--- src/sv/motion_mask_centroid_top_macros.svh ---
// Assertion macros shared by the motion mask centroid RTL.
// Included by mmc_back, which carries the concurrent checks; no other dependencies.
`ifndef MOTION_MASK_CENTROID_TOP_MACROS_SVH
`define MOTION_MASK_CENTROID_TOP_MACROS_SVH

// Same-cycle implication, disabled during reset.
`define MMC_ASSERT_NOW(label, clk, rst, ante, cons, msg) \
  label: assert property (@(posedge clk) disable iff (rst) (ante) |-> (cons)) else $error(msg);

// Next-cycle implication, disabled during reset.
`define MMC_ASSERT_NEXT(label, clk, rst, ante, cons, msg) \
  label: assert property (@(posedge clk) disable iff (rst) (ante) |=> (cons)) else $error(msg);

`endif

--- src/sv/mmc_pkg.sv ---
// Shared types, constants and helpers for the motion mask centroid block.
// No dependencies; used by every module of the block.
package mmc_pkg;

  // Frame limits and field widths.
  localparam int MAX_ROWS    = 1024;
  localparam int MAX_COLS    = 1024;
  localparam int COORD_W     = 10;
  localparam int CHAN_W      = 8;
  localparam int SQ_W        = 2 * CHAN_W;
  localparam int THR_W       = 18;
  localparam logic [THR_W-1:0] THR_RESET = THR_W'(5000);
  localparam int SUM_W       = 30;
  localparam int CNT_W       = 21;
  localparam int Q_W         = COORD_W;
  localparam int DIV_STEPS   = Q_W;
  localparam int STEP_W      = $clog2(DIV_STEPS);
  localparam int QUEUE_DEPTH = 4;
  localparam int QPTR_W      = $clog2(QUEUE_DEPTH);

  // Command codes carried by an input word.
  typedef enum logic {
    CMD_PIXEL  = 1'b0,
    CMD_FORGET = 1'b1
  } cmd_t;

  // Classified word passed from the front end to the back end.
  typedef struct packed {
    cmd_t               cmd;
    logic               moving;
    logic               eof;
    logic [COORD_W-1:0] row;
    logic [COORD_W-1:0] col;
  } item_t;

  // Queue fill status seen by both sides.
  typedef struct packed {
    logic full;
    logic empty;
  } queue_status_t;

  // Back-end sequencer states.
  typedef enum logic [1:0] {
    ST_RUN,
    ST_DIV,
    ST_EMIT
  } back_state_t;

  // True when the coordinate lies inside the configured frame.
  function automatic logic in_frame(input logic [COORD_W-1:0] row,
                                    input logic [COORD_W-1:0] col);
    in_frame = (32'(row) < MAX_ROWS) && (32'(col) < MAX_COLS);
  endfunction

endpackage

--- src/sv/motion_mask_centroid_top.sv ---
// Motion mask centroid top; depends on mmc_pkg, mmc_front, mmc_queue and mmc_back.
// A frame-end pixel taken from the queue starts two 10-step dividers when the frame had motion;
// the result register is loaded once they finish, or straight from ST_EMIT when it had none.
// Throughput: one word per cycle between frame ends while the queue has room; a frame end holds the
// back end through the divisions plus any wait on a held result, and the 4-entry queue can then fill.
// Reset (synchronous, rst high) clears sums, previous point and valid flags; threshold is 5000.
module motion_mask_centroid_top (
  input  logic                          clk,
  input  logic                          rst,
  input  logic                          cfg_write,
  input  logic [mmc_pkg::THR_W-1:0]     cfg_data,
  input  logic                          in_valid,
  output logic                          in_stall,
  input  logic                          command,
  input  logic [mmc_pkg::CHAN_W-1:0]    diff_c0,
  input  logic [mmc_pkg::CHAN_W-1:0]    diff_c1,
  input  logic [mmc_pkg::CHAN_W-1:0]    diff_c2,
  input  logic [mmc_pkg::COORD_W-1:0]   pixel_row,
  input  logic [mmc_pkg::COORD_W-1:0]   pixel_col,
  input  logic                          end_of_frame,
  output logic                          out_valid,
  input  logic                          out_stall,
  output logic                          found,
  output logic [mmc_pkg::COORD_W-1:0]   centroid_row,
  output logic [mmc_pkg::COORD_W-1:0]   centroid_col,
  output logic                          had_previous,
  output logic [mmc_pkg::COORD_W-1:0]   previous_row,
  output logic [mmc_pkg::COORD_W-1:0]   previous_col
);

  mmc_pkg::queue_status_t q_status;
  mmc_pkg::item_t         push_item;
  mmc_pkg::item_t         pop_item;
  logic                   push;
  logic                   pop;

  // Front end: threshold register and pixel classification.
  mmc_front u_front (
    .clk          (clk),
    .rst          (rst),
    .cfg_write    (cfg_write),
    .cfg_data     (cfg_data),
    .in_valid     (in_valid),
    .in_stall     (in_stall),
    .command      (command),
    .diff_c0      (diff_c0),
    .diff_c1      (diff_c1),
    .diff_c2      (diff_c2),
    .pixel_row    (pixel_row),
    .pixel_col    (pixel_col),
    .end_of_frame (end_of_frame),
    .q_status     (q_status),
    .push         (push),
    .push_item    (push_item)
  );

  // Word queue between the two halves.
  mmc_queue u_queue (
    .clk       (clk),
    .rst       (rst),
    .push      (push),
    .push_item (push_item),
    .pop       (pop),
    .pop_item  (pop_item),
    .q_status  (q_status)
  );

  // Back end: accumulation, division and result register.
  mmc_back u_back (
    .clk          (clk),
    .rst          (rst),
    .q_status     (q_status),
    .pop_item     (pop_item),
    .pop          (pop),
    .out_valid    (out_valid),
    .out_stall    (out_stall),
    .found        (found),
    .centroid_row (centroid_row),
    .centroid_col (centroid_col),
    .had_previous (had_previous),
    .previous_row (previous_row),
    .previous_col (previous_col)
  );

endmodule

--- src/sv/mmc_front.sv ---
// Front end: holds the threshold register, accepts input words and classifies pixels.
// Depends on mmc_pkg.
module mmc_front (
  input  logic                              clk,
  input  logic                              rst,
  input  logic                              cfg_write,
  input  logic [mmc_pkg::THR_W-1:0]         cfg_data,
  input  logic                              in_valid,
  output logic                              in_stall,
  input  logic                              command,
  input  logic [mmc_pkg::CHAN_W-1:0]        diff_c0,
  input  logic [mmc_pkg::CHAN_W-1:0]        diff_c1,
  input  logic [mmc_pkg::CHAN_W-1:0]        diff_c2,
  input  logic [mmc_pkg::COORD_W-1:0]       pixel_row,
  input  logic [mmc_pkg::COORD_W-1:0]       pixel_col,
  input  logic                              end_of_frame,
  input  mmc_pkg::queue_status_t            q_status,
  output logic                              push,
  output mmc_pkg::item_t                    push_item
);

  logic [mmc_pkg::THR_W-1:0] threshold;
  logic [mmc_pkg::SQ_W-1:0]  sq0, sq1, sq2;
  logic [mmc_pkg::THR_W-1:0] energy;

  // Threshold register, written through the configuration port.
  always_ff @(posedge clk) begin
    if (rst) begin
      threshold <= mmc_pkg::THR_RESET;
    end else if (cfg_write) begin
      threshold <= cfg_data;
    end
  end

  // Energy of the difference pixel: sum of the squared channels.
  assign sq0    = mmc_pkg::SQ_W'(diff_c0) * mmc_pkg::SQ_W'(diff_c0);
  assign sq1    = mmc_pkg::SQ_W'(diff_c1) * mmc_pkg::SQ_W'(diff_c1);
  assign sq2    = mmc_pkg::SQ_W'(diff_c2) * mmc_pkg::SQ_W'(diff_c2);
  assign energy = mmc_pkg::THR_W'(sq0) + mmc_pkg::THR_W'(sq1) + mmc_pkg::THR_W'(sq2);

  // Accept a word whenever the queue has room.
  assign in_stall = q_status.full;
  assign push     = in_valid && !q_status.full;

  // Classified word for the back end.
  always_comb begin
    push_item.cmd    = command ? mmc_pkg::CMD_FORGET : mmc_pkg::CMD_PIXEL;
    push_item.moving = (energy >= threshold) && mmc_pkg::in_frame(pixel_row, pixel_col);
    push_item.eof    = end_of_frame;
    push_item.row    = pixel_row;
    push_item.col    = pixel_col;
  end

endmodule

--- src/sv/mmc_queue.sv ---
// Short word queue between the front end and the back end.
// Depends on mmc_pkg.
module mmc_queue (
  input  logic                   clk,
  input  logic                   rst,
  input  logic                   push,
  input  mmc_pkg::item_t         push_item,
  input  logic                   pop,
  output mmc_pkg::item_t         pop_item,
  output mmc_pkg::queue_status_t q_status
);

  mmc_pkg::item_t            slots [mmc_pkg::QUEUE_DEPTH];
  logic [mmc_pkg::QPTR_W:0]  wr_ptr;
  logic [mmc_pkg::QPTR_W:0]  rd_ptr;

  // Pointers carry one extra wrap bit to tell full from empty.
  always_ff @(posedge clk) begin
    if (rst) begin
      wr_ptr <= '0;
      rd_ptr <= '0;
    end else begin
      if (push) begin
        wr_ptr <= wr_ptr + 1'b1;
      end
      if (pop) begin
        rd_ptr <= rd_ptr + 1'b1;
      end
    end
  end

  // Storage slots.
  always_ff @(posedge clk) begin
    if (push) begin
      slots[wr_ptr[mmc_pkg::QPTR_W-1:0]] <= push_item;
    end
  end

  assign pop_item       = slots[rd_ptr[mmc_pkg::QPTR_W-1:0]];
  assign q_status.empty = (wr_ptr == rd_ptr);
  assign q_status.full  = (wr_ptr[mmc_pkg::QPTR_W] != rd_ptr[mmc_pkg::QPTR_W]) &&
                          (wr_ptr[mmc_pkg::QPTR_W-1:0] == rd_ptr[mmc_pkg::QPTR_W-1:0]);

endmodule

--- src/sv/mmc_div.sv ---
// Restoring divider giving a saturated 10-bit quotient, one quotient bit per cycle.
// Depends on mmc_pkg.
module mmc_div (
  input  logic                        clk,
  input  logic                        rst,
  input  logic                        start,
  input  logic [mmc_pkg::SUM_W-1:0]   dividend,
  input  logic [mmc_pkg::CNT_W-1:0]   divisor,
  output logic                        busy,
  output logic [mmc_pkg::Q_W-1:0]     quotient
);

  logic [mmc_pkg::STEP_W-1:0] step;
  logic [mmc_pkg::CNT_W-1:0]  rem;
  logic [mmc_pkg::CNT_W-1:0]  dvsr;
  logic [mmc_pkg::Q_W-1:0]    qd;
  logic                       sat;
  logic [mmc_pkg::CNT_W:0]    trial;
  logic                       ge;
  logic [mmc_pkg::CNT_W-1:0]  rem_next;

  // One restoring step: bring down the next dividend bit and try a subtract.
  // The remainder stays below the divisor, so the trial fits one extra bit.
  always_comb begin
    trial    = {rem, qd[mmc_pkg::Q_W-1]};
    ge       = (trial >= {1'b0, dvsr});
    rem_next = ge ? mmc_pkg::CNT_W'(trial - {1'b0, dvsr}) : trial[mmc_pkg::CNT_W-1:0];
  end

  // Step counter and busy flag.
  always_ff @(posedge clk) begin
    if (rst) begin
      busy <= 1'b0;
      step <= '0;
    end else if (start) begin
      busy <= 1'b1;
      step <= '0;
    end else if (busy) begin
      step <= step + 1'b1;
      if (step == mmc_pkg::STEP_W'(mmc_pkg::DIV_STEPS - 1)) begin
        busy <= 1'b0;
      end
    end
  end

  // Datapath. The upper dividend bits seed the remainder; when they already
  // reach the divisor the quotient exceeds ten bits and saturates.
  always_ff @(posedge clk) begin
    if (start) begin
      rem  <= mmc_pkg::CNT_W'(dividend[mmc_pkg::SUM_W-1:mmc_pkg::Q_W]);
      qd   <= dividend[mmc_pkg::Q_W-1:0];
      dvsr <= divisor;
      sat  <= (mmc_pkg::CNT_W'(dividend[mmc_pkg::SUM_W-1:mmc_pkg::Q_W]) >= divisor);
    end else if (busy) begin
      rem  <= rem_next;
      qd   <= {qd[mmc_pkg::Q_W-2:0], ge};
    end
  end

  assign quotient = sat ? '1 : qd;

endmodule

--- src/sv/mmc_back.sv ---
// Back end: accumulates moving pixels, runs the end-of-frame divisions and
// holds the result and the previous centroid. Depends on mmc_pkg, mmc_div and the macros.
`include "motion_mask_centroid_top_macros.svh"

module mmc_back (
  input  logic                          clk,
  input  logic                          rst,
  input  mmc_pkg::queue_status_t        q_status,
  input  mmc_pkg::item_t                pop_item,
  output logic                          pop,
  output logic                          out_valid,
  input  logic                          out_stall,
  output logic                          found,
  output logic [mmc_pkg::COORD_W-1:0]   centroid_row,
  output logic [mmc_pkg::COORD_W-1:0]   centroid_col,
  output logic                          had_previous,
  output logic [mmc_pkg::COORD_W-1:0]   previous_row,
  output logic [mmc_pkg::COORD_W-1:0]   previous_col
);

  mmc_pkg::back_state_t        state, state_next;
  logic [mmc_pkg::SUM_W-1:0]   row_sum, row_sum_next;
  logic [mmc_pkg::SUM_W-1:0]   col_sum, col_sum_next;
  logic [mmc_pkg::CNT_W-1:0]   moving_count, moving_count_next;
  logic                        prev_valid;
  logic [mmc_pkg::COORD_W-1:0] prev_row;
  logic [mmc_pkg::COORD_W-1:0] prev_col;
  logic                        frame_found;
  logic                        is_pixel;
  logic                        is_forget;
  logic                        frame_end;
  logic                        div_start;
  logic                        out_load;
  logic                        row_busy, col_busy;
  logic [mmc_pkg::Q_W-1:0]     row_q, col_q;

  // Decode of the word at the queue head.
  assign is_pixel  = pop && (pop_item.cmd == mmc_pkg::CMD_PIXEL);
  assign is_forget = pop && (pop_item.cmd == mmc_pkg::CMD_FORGET);
  assign frame_end = is_pixel && pop_item.eof;

  // Accumulators, including the pixel that ends the frame.
  always_comb begin
    row_sum_next      = row_sum;
    col_sum_next      = col_sum;
    moving_count_next = moving_count;
    if (is_pixel && pop_item.moving) begin
      row_sum_next      = row_sum + mmc_pkg::SUM_W'(pop_item.row);
      col_sum_next      = col_sum + mmc_pkg::SUM_W'(pop_item.col);
      moving_count_next = moving_count + 1'b1;
    end
  end

  // Next-state logic.
  always_comb begin
    state_next = state;
    unique case (state)
      mmc_pkg::ST_RUN: begin
        if (frame_end) begin
          state_next = (moving_count_next != '0) ? mmc_pkg::ST_DIV : mmc_pkg::ST_EMIT;
        end
      end
      mmc_pkg::ST_DIV: begin
        if (!row_busy && !col_busy) begin
          state_next = mmc_pkg::ST_EMIT;
        end
      end
      mmc_pkg::ST_EMIT: begin
        if (out_load) begin
          state_next = mmc_pkg::ST_RUN;
        end
      end
      default: state_next = mmc_pkg::ST_RUN;
    endcase
  end

  // Sequencer outputs.
  always_comb begin
    pop       = 1'b0;
    out_load  = 1'b0;
    unique case (state)
      mmc_pkg::ST_RUN:  pop      = !q_status.empty;
      mmc_pkg::ST_DIV:  pop      = 1'b0;
      mmc_pkg::ST_EMIT: out_load = !out_valid || !out_stall;
      default: begin
        pop      = 1'b0;
        out_load = 1'b0;
      end
    endcase
  end

  assign div_start = frame_end && (moving_count_next != '0);

  // Two dividers run in lockstep for the row and the column.
  mmc_div u_div_row (
    .clk      (clk),
    .rst      (rst),
    .start    (div_start),
    .dividend (row_sum_next),
    .divisor  (moving_count_next),
    .busy     (row_busy),
    .quotient (row_q)
  );

  mmc_div u_div_col (
    .clk      (clk),
    .rst      (rst),
    .start    (div_start),
    .dividend (col_sum_next),
    .divisor  (moving_count_next),
    .busy     (col_busy),
    .quotient (col_q)
  );

  // Sequencer state, frame sums and previous point.
  always_ff @(posedge clk) begin
    if (rst) begin
      state        <= mmc_pkg::ST_RUN;
      row_sum      <= '0;
      col_sum      <= '0;
      moving_count <= '0;
      frame_found  <= 1'b0;
      prev_valid   <= 1'b0;
      prev_row     <= '0;
      prev_col     <= '0;
    end else begin
      state <= state_next;
      if (frame_end) begin
        row_sum      <= '0;
        col_sum      <= '0;
        moving_count <= '0;
        frame_found  <= (moving_count_next != '0);
      end else begin
        row_sum      <= row_sum_next;
        col_sum      <= col_sum_next;
        moving_count <= moving_count_next;
      end
      if (is_forget) begin
        prev_valid <= 1'b0;
        prev_row   <= '0;
        prev_col   <= '0;
      end else if (out_load && frame_found) begin
        prev_valid <= 1'b1;
        prev_row   <= row_q;
        prev_col   <= col_q;
      end
    end
  end

  // Output register; the back end keeps accumulating while a word waits here.
  always_ff @(posedge clk) begin
    if (rst) begin
      out_valid <= 1'b0;
    end else if (out_load) begin
      out_valid <= 1'b1;
    end else if (!out_stall) begin
      out_valid <= 1'b0;
    end
  end

  always_ff @(posedge clk) begin
    if (out_load) begin
      found        <= frame_found;
      centroid_row <= frame_found ? row_q : '0;
      centroid_col <= frame_found ? col_q : '0;
      had_previous <= prev_valid;
      previous_row <= prev_row;
      previous_col <= prev_col;
    end
  end

  // Checks on the sequencer and its dividers.
  `MMC_ASSERT_NOW(a_div_lockstep, clk, rst, 1'b1, row_busy == col_busy, "dividers out of step")
  `MMC_ASSERT_NOW(a_pop_nonempty, clk, rst, pop, !q_status.empty, "pop from empty queue")
  `MMC_ASSERT_NOW(a_load_free, clk, rst, out_load, !out_valid || !out_stall, "output overwritten")
  `MMC_ASSERT_NEXT(a_prev_set, clk, rst, out_load && frame_found, prev_valid, "previous not stored")

endmodule
--- config.mk ---
export PLATFORM = sky130hd
export DESIGN_NAME = motion_mask_centroid_top
export DESIGN_NICKNAME = d
export VERILOG_FILES = /design/src/sv/mmc_pkg.sv /design/src/sv/motion_mask_centroid_top.sv /design/src/sv/mmc_front.sv /design/src/sv/mmc_queue.sv /design/src/sv/mmc_div.sv /design/src/sv/mmc_back.sv
export VERILOG_INCLUDE_DIRS = /design/src /design/src/sv
export SDC_FILE = /design/constraint.sdc
export NUM_CORES = 1
export LEC_CHECK = 0
export ABC_AREA = 1
export BUFFER_PORTS_ARGS = -buffer_cell sky130_fd_sc_hd__buf_2
export CAP_MARGIN = 5
export CELL_PAD_IN_SITES_DETAIL_PLACEMENT = 0
export CELL_PAD_IN_SITES_GLOBAL_PLACEMENT = 1
export CORE_MARGIN = 1
export CORE_UTILIZATION = 25
export CTS_BUF_LIST = sky130_fd_sc_hd__clkbuf_4 sky130_fd_sc_hd__clkbuf_8 sky130_fd_sc_hd__clkbuf_16
export CTS_CLUSTER_SIZE = 25
export DETAILED_ROUTE_END_ITERATION = 16
export PLACE_DENSITY = 0.45
export SYNTH_ARGS = -nofsm -noshare
export SYNTH_HDL_FRONTEND = slang
export SYNTH_HIERARCHICAL = 1
export SYNTH_SLANG_ARGS = --single-unit
--- constraint.sdc ---
create_clock -name clk -period 18.1 [get_ports clk]
set_input_delay 0.905 -clock clk [delete_from_list [all_inputs] [get_ports clk]]
set_output_delay 0.905 -clock clk [all_outputs]
set_load 0.05 [all_outputs]
After elaboration in Yosys (flattened, before gate mapping)
Memory sizes are Yosys's and may differ from the RTL's. A register that Yosys moved wholly into a read port is not among the register bits.
Index checks and enable logic that the tools add are counted.
- flip-flop bits (word level): 267
- bits in writable memories: 92
- input bits: 69
- output and inout bits: 44
- word-level logic and storage cells: 122
- memories: 1
- add/sub/neg operators: 11
- multipliers: 3
- $lt $le $gt $ge: 5
- equality and inequality tests: 11
- mux-type cells: 35
- bitwise logic cells: 1
- reduce and logical (&&, ||, !) cells: 24
- memory list (memory ; depth ; bits a word ; rd ports ; clocked after Yosys merged registers in ; wr ports ; RTL line ; source):
    u_queue.slots ; 4 ; 23 ; 1 ; 1 ; 1 ; mmc_queue.sv:13 ; mmc_pkg::item_t slots [mmc_pkg::QUEUE_DEPTH];
- operators by type and width (kind ; number):
    $mux W20 ; 4
    $mux W21 ; 3
    $add A30 B10 Y30 ; 2
    $mux W10 ; 6
    $mux W30 ; 2
    $mul A8 B8 Y16 ; 3
    $ge A22 B21 Y1 ; 2
    $ge A20 B21 Y1 ; 2
    $sub A21 B21 Y21 ; 2
    $add A21 B1 Y21 const B ; 1
    $reduce_bool A21 Y1 ; 1
    $add A18 B16 Y18 ; 1
    $ge A18 B18 Y1 ; 1
    $add A16 B16 Y17 ; 1
    $mux W1 ; 13
    $mux W2 ; 6
    $logic_and A1 B1 Y1 ; 9
    $add A4 B1 Y4 const B ; 2
    $eq A4 B4 Y1 const B ; 2
    $ne A2 B1 Y1 const B ; 4
    $add A3 B1 Y3 const B ; 2
    $logic_not A1 Y1 ; 6
    $pmux W2 S3 ; 1
    $reduce_or A2 Y1 ; 3
    other kinds (10) ; 11

Logic depth before layout (Yosys ltp)
- word-level depth: 10
- gate-level depth with buffers: 32
- mapped depth without buffers: 31

By module
The synthesis kept the hierarchy.
- modules (own cells, without submodules) (module ; instances ; cells each ; area each (sq um) ; seq. area each (sq um)):
    mmc_div ; 2 ; 631 ; 4635.7 ; 1681.6
    mmc_back ; 1 ; 1031 ; 7668.6 ; 3383.2
    mmc_front ; 1 ; 928 ; 7084.3 ; 360.3
    mmc_queue ; 1 ; 321 ; 4063.9 ; 2922.8

Worst setup path after synthesis
OpenSTA, ideal clock, no wires.
- path kind: input -> register
- start: in diff_c0[3] in the netlist's numbering
- end: mem u_queue/slots[0][21] in the netlist's numbering, data pin
- library setup time: 287 ps
- arrival time: 6578 ps
- required time: 17813 ps
- slack: 11235 ps
- stages on the path: 30
- path buffers: 1
- cell sequence: clkbuf_1 inv_1 fa_1 inv_1 fa_1 inv_1 fa_1 fa_1 inv_1 fa_1 fa_1 inv_1 fa_1 inv_1 ha_1 nand2_1 nand2_1 nand2_1 nand3_2 nand2_1 nand2_1 nand2_1 nand2_1 ha_1 nand2_1 inv_1 nand2_1 nand2_1 a21oi_1 nand4_1
- RTL lines (what ; RTL line ; source):
    start, declared ; motion_mask_centroid_top.sv:15 ; input logic [mmc_pkg::CHAN_W-1:0] diff_c0,
    end, declared ; mmc_queue.sv:13 ;

==> metrics.md <==
| Metric | Value |
|---|---|
| Remaining DRCs | `0` |
| Leakage | `0.0152 uW` |
| Final period util | `37.2%` |
| Post-CTS Setup Repair Bufs | `0` |
| Net count after synthesis | `3,958` |
| Crit-path max FO | `11` |
| First-pass GRT wire length | `134,000 um` |
| Vias per cell | `4.24` |
| Gate Count Post-Synth | `3,542` |
| 1st-iter DRT viols | `1,053` |
| Pint | `3160 uW` |
| Pre-CTS setup slack | `10.66 ns` |
| Clock Skew | `0.0416 ns` |
| Req. time, crit path | `18.41 ns` |
| Final min period | `6.73 ns` |
| Grt total ovfl | `0` |
| Dpl cells | `5,051` |
| Fmax | `149 MHz` |
| Cell depth of the worst flop-to-flop path | `21` |
| Clk pwr share | `16.2%` |
| CTS tree | `done` |
| I/O Buffers | `112` |
| Clk_lat worst skew | `0.61 ns` |
| Max-Cap Viols | `0` |
| Top cell type's share of synthesized area | `25.4%` |
| Post-synth EDFFs | `238` |
| CP Capture Point | `u_queue/slots[1][21]` |
| # setup viols final | `0` |
| Clk pin slew, worst setup/hold paths | `0.07 ns` |
| RSZ-0062 raised after global routing | `no` |
| Detail Route Antenna Nets | `0` |
| Area growth from synthesis to layout | `12.8%` |
| Synth warn | `6` |
| Combinational cell fraction of total power | `64.7%` |
| Sinks on Clock Net | `382` |
| Crit path from | `diff_c2[0]` |
| # H-tree levels | `2` |
| I/O pin total | `113` |
| Status | `completed` |
| Setup TNS | `0 ns` |
| Post-DP HPWL | `67,100 um` |
| Num CTS Buffers | `46` |
| Fraction of layout cells with a size suffix above 1 | `8.77%` |
| Longest Clk Path Bufs | `3` |
| Post-synthesis cell type count | `50` |
| CTS Root Cell | `clkbuf_16` |
| Synth Area per Inst | `7.93 sq um` |
| Core ar. | `0.111 sq mm` |
| Synth Flop Type | `edfxtp_1` |
| PD cells | `198 mW/mm^2` |
| Die area | `0.114 sq mm` |
| Type of the worst min-delay path | `register to register` |
| Detailed Routing Iterations Pass 1 | `5` |
| Worst EP arrival | `7.04 ns` |
| Die Ht | `337 um` |
| Sequential power share | `19.1%` |
| Startpoint types | `primary input` |
| Dominant cells by area after synthesis | `edfxtp_1 (25%), nand2_1 (13%), dfxtp_1 (10%)` |
| Final WS setup | `11.37 ns` |
| Most frequent cells in the layout | `nand2_1 (938), inv_1 (728), edfxtp_1 (238), nor2_1 (215), ha_1 (211)` |
| Critical Path End Type | `register` |
| VDD IR max | `224 uV` |
| Final nets | `4,027` |
| GPL Wtd Cong | `0.769` |
| Slew headroom | `33.5%` |
| Register area share after synthesis | `35.7%` |
| Most common cell after layout, fill and taps aside | `nand2_1` |
| P_sw | `3110 uW` |
| Chip width | `337 um` |
| Avg WL per Cell | `16.9 um` |
| Initial antenna violation count | `14` |
| Number of global-route vias before repair | `21,800` |
| Critical R2R Capture | `u_back/u_div_row/rem[17]` |
| Reg2Reg Setup Slack | `11.93 ns` |
| Utilization after layout | `28.6%` |
| Post-cts sizing count | `0` |
| Vias | `21,800` |
| Slew Viols, Final | `0` |
| Mapped cell area | `0.0281 sq mm` |
| Global Route Usage Sum | `15.5%` |
| Total wire length | `87,000 um` |
| Yosys top cell by area | `edfxtp_1` |
| Sw frac | `49.6%` |
| Hold Fails Final Rpt | `0` |
| Crit path kind | `primary input to register` |
| Hold Buf Count CTS | `0` |
| Initial core utilization | `25.3%` |
| Worst Tran Pin Value | `0.996 ns` |
| Largest net degree at the start of global routing | `77` |
| Layout Cells excl Fill | `5,139` |
| Synthesized flop and latch total | `382` |
| FP Rows | `122` |
| FFs w/ async S/R, synth | `0%` |
## metrics by stage
step / power (uW) / area (sq um) / hold slack [ns]
3_3_place_gp: 5410 / 30000 / 0.415
3_5_place_dp: 5370 / 30000 / 0.418
2_1_floorplan: 4310 / 28100 / 0.406
6_report: 6270 / 31700 / 0.423
5_1_grt: 7110 / 31700 / 0.443
4_1_cts: 6440 / 31700 / 0.429
## synth_stat cells (all sizes together), types with 46 or more instances
cell type,count
o21ai,103
nand3,162
ha,211
buf,66
dfxtp,144
nor2,239
clkbuf,46
nand2,968
fa,136
a21oi,180
o211ai,48
edfxtp,238
inv,747
## critical path: stages
cell     delay (ns)
buf_2          0.22
nand2_1        0.14
fa_1           0.53
fa_1           0.52
fa_1           0.51
inv_1          0.05
fa_1           0.48
fa_1           0.53
fa_1           0.57
inv_1          0.06
fa_1           0.57
inv_1          0.06
ha_1           0.37
nand2_1        0.12
nand2_1        0.06
nand2_1        0.07
nand3_2        0.12
nand2_2        0.10
nand2_1        0.05
nand2_1        0.06
nand2_1        0.05
ha_1           0.28
nand2_1        0.10
inv_1          0.06
nand2_1        0.06
nand2_1        0.05
a21oi_1        0.12
nand4_1        0.19
## area by class of cell
| class | count | area (sq um) |
|---|---|---|
| diodes | 2 | 5.00 |
| flip-flops and latches | 382 | 10000 |
| well taps | 1488 | 1860 |
| clock buffers | 63 | 1320 |
| multi-input cells | 2296 | 14600 |
| clock inverters | 23 | 332 |
| inverters | 752 | 2830 |
| repair buffers | 133 | 718 |
| fillers | 12200 | 79300 |
## worst min-delay path by stage
| stage | startpoint | end | cells after the start |
|---|---|---|---|
| 2_1_floorplan | u_back/frame_found | u_back/found | 0 |
| 3_3_place_gp | u_back/prev_col[5] | u_back/previous_col[5] | 0 |
| 3_5_place_dp | u_back/prev_col[5] | u_back/previous_col[5] | 0 |
| 4_1_cts | u_back/prev_row[0] | u_back/previous_row[0] | 0 |
| 5_1_grt | u_back/prev_col[1] | u_back/previous_col[1] | 0 |
| 6_report | u_back/prev_row[0] | u_back/previous_row[0] | 0 |
## per-layer routing
| layer | up-vias | share of wire, % | routed length, um | track usage [%] |
|---|---|---|---|---|
| met4 | 12 | 1.3 | 1170 | 2.72 |
| met5 | - | 0.084 | 73 | 0 |
| met1 | 10200 | 52 | 45100 | 22.9 |
| met3 | 93 | 3.4 | 2950 | 2.16 |
| met2 | 258 | 43 | 37700 | 24.1 |
| li1 | 11200 | - | - | - |
## flip-flops by register name, indices dropped and copies added (netlist names), 18 cells and up, named ones only
signal                 cells
u_back/u_div_col/rem      21
u_back/u_div_row/dvsr     21
u_back/u_div_col/dvsr     21
u_queue/slots             92
u_back/row_sum            30
u_back/col_sum            30
u_back/u_div_row/rem      21
u_back/moving_count       21
u_front/threshold         18
## kinds of logic (layout without fill, tap and decap cells)
group | count (synthesis) | count (layout) | synth area share (%)
DFF | 382 | 382 | 35.7
adders and majority gates | 347 | 347 | 19.1
and+or+nand+nor | 1522 | 1522 | 23.6
other | 0 | 2 | 0
xor gates and xnor gates | 64 | 64 | 2.02
buffers and inverters | 864 | 971 | 12.4
AOI/OAI and AO/OA | 363 | 363 | 7.26
## power groups by stage
stage	registers [uW]	clock network (uW)	logic (uW)
2_1_floorplan	1230	0	3080
3_3_place_gp	1210	0	4200
3_5_place_dp	1210	0	4160
4_1_cts	1200	1060	4190
5_1_grt	1210	1090	4810
6_report	1190	1020	4060
Power figures use the tool's default switching activity.
